$ cat src/text_console_writer_macros.svh
// Assertion macros used by the text console writer top level.
`ifndef TEXT_CONSOLE_WRITER_MACROS_SVH
`define TEXT_CONSOLE_WRITER_MACROS_SVH

// Same-cycle implication, ignored while reset is high.
`define TCW_ASSERT_IMP(label, clk, rst, ante, cons, msg) \
   label: assert property (@(posedge clk) disable iff (rst) (ante) |-> (cons)) \
      else $error(msg);

// Next-cycle implication, ignored while reset is high.
`define TCW_ASSERT_NXT(label, clk, rst, ante, cons, msg) \
   label: assert property (@(posedge clk) disable iff (rst) (ante) |=> (cons)) \
      else $error(msg);

`endif

$ cat src/tcw_pkg.sv
// Shared types, codes and constants of the text console writer.
`timescale 1ns / 1ps
`default_nettype none

package tcw_pkg;

   localparam int unsigned CURSOR_OUT_W = 11;

   localparam logic [7:0] BLANK_CHAR = 8'h20;
   localparam logic [7:0] RESET_ATTR = 8'h0F;

   localparam logic [7:0] CODE_BS  = 8'd8;
   localparam logic [7:0] CODE_TAB = 8'd9;
   localparam logic [7:0] CODE_NL  = 8'd10;
   localparam logic [7:0] CODE_CR  = 8'd13;

   typedef enum logic [1:0] {
      OP_PUT   = 2'd0,
      OP_SET   = 2'd1,
      OP_CLEAR = 2'd2,
      OP_READ  = 2'd3
   } op_type;

   typedef enum logic [2:0] {
      CH_PRINT = 3'd0,
      CH_BS    = 3'd1,
      CH_TAB   = 3'd2,
      CH_NL    = 3'd3,
      CH_CR    = 3'd4
   } ch_class_type;

   typedef enum logic [2:0] {
      CUR_HOLD = 3'd0,
      CUR_STEP = 3'd1,
      CUR_BACK = 3'd2,
      CUR_LOAD = 3'd3,
      CUR_HOME = 3'd4,
      CUR_MOVE = 3'd5
   } cur_cmd_type;

   typedef enum logic [1:0] {
      SW_INIT   = 2'd0,
      SW_CLEAR  = 2'd1,
      SW_SCROLL = 2'd2
   } sweep_mode_type;

   // Controller to datapath.
   typedef struct packed {
      logic           accept;
      logic           wr_char;
      cur_cmd_type    cur;
      logic           div_start;
      logic           sweep_start;
      sweep_mode_type sweep_mode;
      logic           finish;
      logic           err;
      logic           give_word;
   } ctl_cmd_type;

   // Datapath to controller.
   typedef struct packed {
      ch_class_type char_class;
      logic         pos_bad;
      logic         step_wrap;
      logic         move_wrap;
      logic         div_done;
      logic         sweep_done;
   } dp_status_type;

   function automatic ch_class_type classify(input logic [7:0] code);
      ch_class_type cls;
      case (code)
         CODE_BS:  cls = CH_BS;
         CODE_TAB: cls = CH_TAB;
         CODE_NL:  cls = CH_NL;
         CODE_CR:  cls = CH_CR;
         default:  cls = CH_PRINT;
      endcase
      return cls;
   endfunction

endpackage

`default_nettype wire

$ cat src/tcw_ctrl.sv
// Controller state machine of the text console writer.
`timescale 1ns / 1ps
`default_nettype none

module tcw_ctrl import tcw_pkg::*; (
   input  wire logic          clock,
   input  wire logic          reset,
   input  wire logic          start,
   input  wire logic [1:0]    op,
   input  wire dp_status_type status,
   output logic               busy,
   output ctl_cmd_type        cmd
);

   typedef enum logic [4:0] {
      ST_WIPE   = 5'b00001,
      ST_IDLE   = 5'b00010,
      ST_DIVIDE = 5'b00100,
      ST_READ   = 5'b01000,
      ST_SWEEP  = 5'b10000
   } state_type;

   state_type state_ff;
   state_type state_in;

   always_comb begin
      state_in       = state_ff;
      cmd            = '0;
      cmd.cur        = CUR_HOLD;
      cmd.sweep_mode = SW_SCROLL;
      case (state_ff)
         ST_WIPE: begin
            if (status.sweep_done) state_in = ST_IDLE;
         end
         ST_IDLE: begin
            if (start) begin
               cmd.accept = 1'b1;
               case (op_type'(op))
                  OP_PUT: begin
                     case (status.char_class)
                        CH_PRINT: begin
                           cmd.wr_char = 1'b1;
                           cmd.cur     = CUR_STEP;
                           if (status.step_wrap) begin
                              cmd.sweep_start = 1'b1;
                              state_in        = ST_SWEEP;
                           end else begin
                              cmd.finish = 1'b1;
                           end
                        end
                        CH_BS: begin
                           cmd.cur    = CUR_BACK;
                           cmd.finish = 1'b1;
                        end
                        default: begin
                           cmd.div_start = 1'b1;
                           state_in      = ST_DIVIDE;
                        end
                     endcase
                  end
                  OP_SET: begin
                     cmd.finish = 1'b1;
                     if (status.pos_bad) cmd.err = 1'b1;
                     else cmd.cur = CUR_LOAD;
                  end
                  OP_CLEAR: begin
                     cmd.cur         = CUR_HOME;
                     cmd.sweep_start = 1'b1;
                     cmd.sweep_mode  = SW_CLEAR;
                     state_in        = ST_SWEEP;
                  end
                  default: begin
                     if (status.pos_bad) begin
                        cmd.finish = 1'b1;
                        cmd.err    = 1'b1;
                     end else begin
                        state_in = ST_READ;
                     end
                  end
               endcase
            end
         end
         ST_DIVIDE: begin
            if (status.div_done) begin
               cmd.cur = CUR_MOVE;
               if (status.move_wrap) begin
                  cmd.sweep_start = 1'b1;
                  state_in        = ST_SWEEP;
               end else begin
                  cmd.finish = 1'b1;
                  state_in   = ST_IDLE;
               end
            end
         end
         ST_READ: begin
            cmd.finish    = 1'b1;
            cmd.give_word = 1'b1;
            state_in      = ST_IDLE;
         end
         ST_SWEEP: begin
            if (status.sweep_done) begin
               cmd.finish = 1'b1;
               state_in   = ST_IDLE;
            end
         end
         default: begin
            state_in = ST_IDLE;
         end
      endcase
   end

   always_ff @(posedge clock) begin
      if (reset) state_ff <= ST_WIPE;
      else state_ff <= state_in;
   end

   assign busy = state_ff != ST_IDLE;

endmodule

`default_nettype wire

$ cat config.mk
export PLATFORM = sky130hd
export DESIGN_NAME = tcw_ctrl
export DESIGN_NICKNAME = d
export VERILOG_FILES = /design/src/text_console_writer_macros.svh /design/src/tcw_pkg.sv /design/src/tcw_ctrl.sv
export SDC_FILE = /design/constraint.sdc
export NUM_CORES = 1
export LEC_CHECK = 0
export BUFFER_PORTS_ARGS = -buffer_cell sky130_fd_sc_hd__buf_2
export CORE_AREA = 2 2 39 41
export CTS_BUF_LIST = sky130_fd_sc_hd__clkbuf_16
export CTS_CLUSTER_DIAMETER = 50
export DETAILED_ROUTE_END_ITERATION = 10
export DIE_AREA = 0 0 41 43
export GPL_ROUTABILITY_DRIVEN = 0
export GPL_TIMING_DRIVEN = 0
export PLACE_DENSITY = 0.64
export SLEW_MARGIN = 25
export SYNTH_ARGS = -nofsm -noshare
export SYNTH_HDL_FRONTEND = slang
export SYNTH_SLANG_ARGS = --single-unit
$ cat constraint.sdc
create_clock -name clock -period 3 [get_ports clock]
set_input_delay 0.6 -clock clock [delete_from_list [all_inputs] [get_ports clock]]
set_output_delay 0.6 -clock clock [all_outputs]
set_load 0.1 [all_outputs]
Word level (Yosys, flattened, before mapping)
Cells that the tools add are included.
- word-level logic and storage cells: 64
- bits of input ports: 13
- bits in registers: 5
- output and inout bits: 13
- multiplexer cells: 41
- equal/unequal tests: 16
- reduce and logical (&&, ||, !) cells: 6
- operator list (cell ; number):
    2-to-1 mux 5 bit ; 6
    one-hot mux 5 bit (3 select lines) ; 2
    2-to-1 mux 1 bit ; 16
    2-to-1 mux 11 bit ; 1
    2-to-1 mux 2 bit ; 5
    one-hot mux 5 bit (2 select lines) ; 1
    one-hot mux 3 bit (3 select lines) ; 1
    one-hot mux 1 bit (2 select lines) ; 4
    AND reduction 7 bit ; 1
    inequality test 2 bit (second input constant) ; 3
    one-hot mux 3 bit (2 select lines) ; 1
    OR reduction 2 bit ; 3
    equality test 5 x 1 -> 1 bit (second input constant) ; 1
    equality test 5 x 2 -> 1 bit (second input constant) ; 1
    equality test 5 x 3 -> 1 bit (second input constant) ; 1
    equality test 5 x 4 -> 1 bit (second input constant) ; 1
    equality test 5 bit (second input constant) ; 1
    inequality test 5 x 2 -> 1 bit (second input constant) ; 1
    inequality test 4 x 2 -> 1 bit (second input constant) ; 1
    inequality test 4 bit (second input constant) ; 1
    one-hot mux 1 bit (4 select lines) ; 1
    one-hot mux 2 bit (2 select lines) ; 1
    equality test 3 x 1 -> 1 bit (second input constant) ; 1
    zero test 3 bit ; 1
    7 further kinds ; 7

Depth between registers and ports, before layout
- depth in word-level cells: 6
- depth in mapped cells: 4
- depth with buffers taken out: 4

Worst setup path after synthesis
No wires, ideal clock.
- kind: input port to output port
- from: in start
- to: out cmd[10] in the netlist's numbering
- setup slack: -1491 ps
- arrival: 3891 ps
- required time: 2400 ps
- stages on the path: 3
- cells stage by stage: nand4_4 > or2_2 > nor4_1
- RTL lines (item ; line ; text):
    from (decl) ; tcw_ctrl.sv:8 ; input wire logic start,
    to (decl) ; tcw_ctrl.sv:12 ; output ctl_cmd_type cmd

==> results <==
- The total of warnings raised by yosys is 0.
- The initial core utilization is 0.318.
- The number of global-route vias before repair is 429.
- For this block, the initial DRC count from the detailed router was 15.
- The later-pin clock latency in the skew report is 0.23 ns.
- At the worst endpoint, the required time is 2.40 ns.
- The final-report max-slew violation count was 0.
- The total number of cells along the worst setup path is 5.
- Clock-pin slew was measured on the worst setup and hold paths at around 0.030 ns.
- The category of the worst setup path launch point is a flip-flop.
- The total internal power is approximately 260 uW.
- Measured along the y axis, the die boundary spans 43 um.
- The fraction of power consumed by the clock network is 0.578.
- The number of sinks handled by clock tree synthesis is 5.
- The wire length of the first global-routing pass is 1.74 mm.
- The class of the tightest hold or removal check is reg -> reg.
- The filler cell count is 154.
- Of all nets on the critical path, the largest fanout is 8.
- The final-layout setup total negative slack is 0 ns.
- The analysis attributes to net switching a power of ~100 uW.
- The leftover overflow at the end of global routing is 0.
- The share of Yosys cell area claimed by the top area cell type is 0.227.
- The remaining routing DRC violations is 0.
- The endpoint class of the critical path is an output pin.
- The overall die width is around 41 um.
- The number of antenna-violating nets in the routed design is 0.
- The combined area of the multi-input logic cells is 335 sq um.
- The worst path in the final design needs a cycle of 2.58 ns, including I/O delays and setup.
- The total routing resource utilization after global routing is 0.147.
- The cell at the slowest stage of the critical path is sky130_fd_sc_hd__buf_2.
- The number of enable-type register cells in the synthesized netlist is 0.
- The initial antenna violation count was 0.
- The share of post-route cells with drive strength above 1 is 0.416.
- On the final layout, the worst hold slack is 0.582 ns.
- The met3 track demand over resource in global routing is 0.0471.
- In this run, post-CTS repair resized a total of 0 instances.
- TritonCTS built the clock tree.
- The net count of the finished layout is about 100.
- By area the synthesized netlist is led by sky130_fd_sc_hd__dfxtp_1 23%, sky130_fd_sc_hd__inv_1 6.8%, sky130_fd_sc_hd__nor2_1 6.8%, sky130_fd_sc_hd__and3_1 5.7%, sky130_fd_sc_hd__nand4_4 4.8%.
- The total nets after synthesis is 73.
- The average wire per standard cell is 10.7 um.
- For the pin with the worst max-slew slack, the measured transition is 0.488 ns.
- The estimated wirelength of the detail-placed design is 923 um.
- For this run, the detailed router's first-pass iteration total came to 2.
- The final standard cell count with taps included and fillers excluded is 105.
- The core outline area is 0.00138 sq mm.
- The part of the cycle the worst path needs is 0.861.
- The post-synthesis cell type with the largest combined area is sky130_fd_sc_hd__dfxtp_1.
- Synthesis inferred 5 register bits.
- The capturing point of the worst reg2reg path is state_ff[2]$_SDFFE_PP0P_.
- In the routed layout, each cell is associated on average with a via count of 5.10.
- The row count is 14.
- In this run, post-CTS hold repair placed 0 buffers.
- Setup violations remaining at the end of the flow were counted as 0.
- For this run, global-route usage on met2 was measured as 0.200.
- In the final layout, the registers with the most flip-flops are state_ff (5).
- The share of synthesized area occupied by flip-flops and latches is 0.227.
- The critical path is of the reg -> out type.
- The distinct cell type count after synthesis is 28.
- The layer flagged by global routing as most heavily used is met2.
- The number of cells on the worst reg-to-reg path is 4.
- Registers take around 100 sq um.
- Of the total power, combinational logic draws 0.218.
- The full die area is 0.00176 sq mm.
- The largest net degree at the start of global routing is 10.
- The design draws approximately 370 uW.
- The worst path setup slack after routing is 0.416 ns.
- The critical path capture point is cmd[10].
- For this run, asynchronously set or reset flops after synthesis account for 0.
- The global-route met1 utilization is 0.196.
- The level count of the clock H-tree is 1.
- For flop-to-flop paths, the worst setup slack is 1.55 ns.
- The data arrival time of the worst path is 1.98 ns.
- For this run, the top clock speed supported by timing is 387 MHz.
- The final hold violation count is 0.
- The startpoint identified for the worst hold timing path is state_ff[0]$_SDFFE_PP1P_.
- Post-CTS timing repair inserted 0 buffers for setup.
- The worst max-slew margin expressed relative to the limit is 0.677.
- Of the total power, registers draw 0.204.
- Input and output buffers added on the ports amount to 25.
- The I/O pin count is 26.
- The number of cells in the design after placement is 101.
- The maximum VDD drop is 0.312 mV.
- Of the total power, the share spent switching nets is 0.282.
- Setup repair after global routing left no endpoint under its margin.
- At the placement stage, the worst setup path has a slack of 0.480 ns.
- Across the run, the number of max-cap violations was 0.
- The mean cell area of the mapped netlist is roughly 7.3 sq um.
- The critical path goes through nor2_1 -> nand4_4 -> or2_2 -> nor4_4 -> buf_2.
- The cell area that synthesis handed to floorplanning was 440 sq um.
- The origin of the critical flop-to-flop path is state_ff[3]$_SDFFE_PP0P_.
- The analysis attributes to cell leakage a power of 0.370 nW.
- The clock tree buffer depth is 2.
- The launching element of the worst setup path is state_ff[3]$_SDFFE_PP0P_.
- The most used flip-flop cell after synthesis is sky130_fd_sc_hd__dfxtp_1.
- The kind of cell with the highest combined delay on the critical path is simple AND/OR/NAND/NOR gates.
- Counting the buffers created by CTS gives 3.
- After detailed routing, the total wire length is 1.12 mm.
- Summing over every cut layer, the via total after detailed routing is 535.
- In this run the clock root is driven by a sky130_fd_sc_hd__clkbuf_16.
- The maximum clock skew at final layout is roughly 0.0002 ns.
- The power density normalized to cell area is 535 mW/mm^2.
- The number of buffers and inverters on the critical path is 1.
- From synthesis to final layout, the design area changed by 56.5%.
- More flip-flops sit in one register than any other, and that register is state_ff.
- The number of diodes is 0.
- The run finished with clean final reports.
- The register with the most flip-flops in the layout has 5 of them.
- The cell count after synthesis came out at 60.
- The highest cell delay on the worst timing path is 0.45 ns.
[Yosys cell counts (all sizes together) (2+ instances only)]
master and number:
nand2 5, nor2 9, nand3b 2, and3 4
nand4 2, dfxtp 5, or2 2, inv 8
o21ai 2, nor2b 2, a21oi 5
[logic make-up after synthesis]
family,share of synthesized area
AND/OR/NAND/NOR,0.460
XOR/XNOR,0.0199
flip-flops,0.227
AO/OA/AOI/OAI,0.224
buffers and inverters,0.0682
[power groups by stage]
| stage | Clock [mW] | Combinational [mW] | Sequential (mW) |
|---|---|---|---|
| floorplan | 0 | 0.0590 | 0.0751 |
| global placement | 0 | 0.0799 | 0.0759 |
| detailed placement | 0 | 0.0806 | 0.0762 |
| CTS | 0.218 | 0.0810 | 0.0753 |
| global route | 0.222 | 0.0863 | 0.0757 |
| finish | 0.213 | 0.0804 | 0.0754 |
[worst min path at each step]
stage | cells past startpoint | to
floorplan | 2 | state_ff[3]$_SDFFE_PP0P_
global placement | 1 | state_ff[0]$_SDFFE_PP1P_
detailed placement | 1 | state_ff[0]$_SDFFE_PP1P_
CTS | 1 | state_ff[0]$_SDFFE_PP1P_
global route | 1 | state_ff[0]$_SDFFE_PP1P_
finish | 1 | state_ff[0]$_SDFFE_PP1P_
[per-stage QoR]
step | utilization | cell area, sq um
after floorplan | - | 465
after global placement | 0.441 | 611
after detailed placement | 0.441 | 611
after CTS | 0.498 | 689
after global routing | 0.498 | 689
final | 0.498 | 689
[cell type report]
cell class	instances	share of cell area
multi-input combinational	47	0.486
tap	16	0.0290
timing repair buffer	25	0.181
sequential	5	0.145
clock buffer	3	0.109
inverter	8	0.0436
clock inverter	1	0.00544
[layout by cell type (no fill, tap or decap), types with 2 or more instances in the layout]
cell / instances
sky130_fd_sc_hd__or2_2: 2
sky130_fd_sc_hd__clkbuf_16: 3
sky130_fd_sc_hd__a21oi_1: 4
sky130_fd_sc_hd__nand2_1: 5
sky130_fd_sc_hd__and3_1: 4
sky130_fd_sc_hd__inv_1: 9
sky130_fd_sc_hd__nand3b_1: 2
sky130_fd_sc_hd__nor2b_1: 2
sky130_fd_sc_hd__dfxtp_1: 5
sky130_fd_sc_hd__nor2_1: 8
sky130_fd_sc_hd__buf_2: 25
[layer usage]
metal / share of wire / up-vias
met5: 0 / -
met2: 0.45 / 25
met4: 0.013 / 0
met1: 0.45 / 235
li1: - / 273
met3: 0.080 / 2
Note: power is estimated with default switching activity, not from simulation.
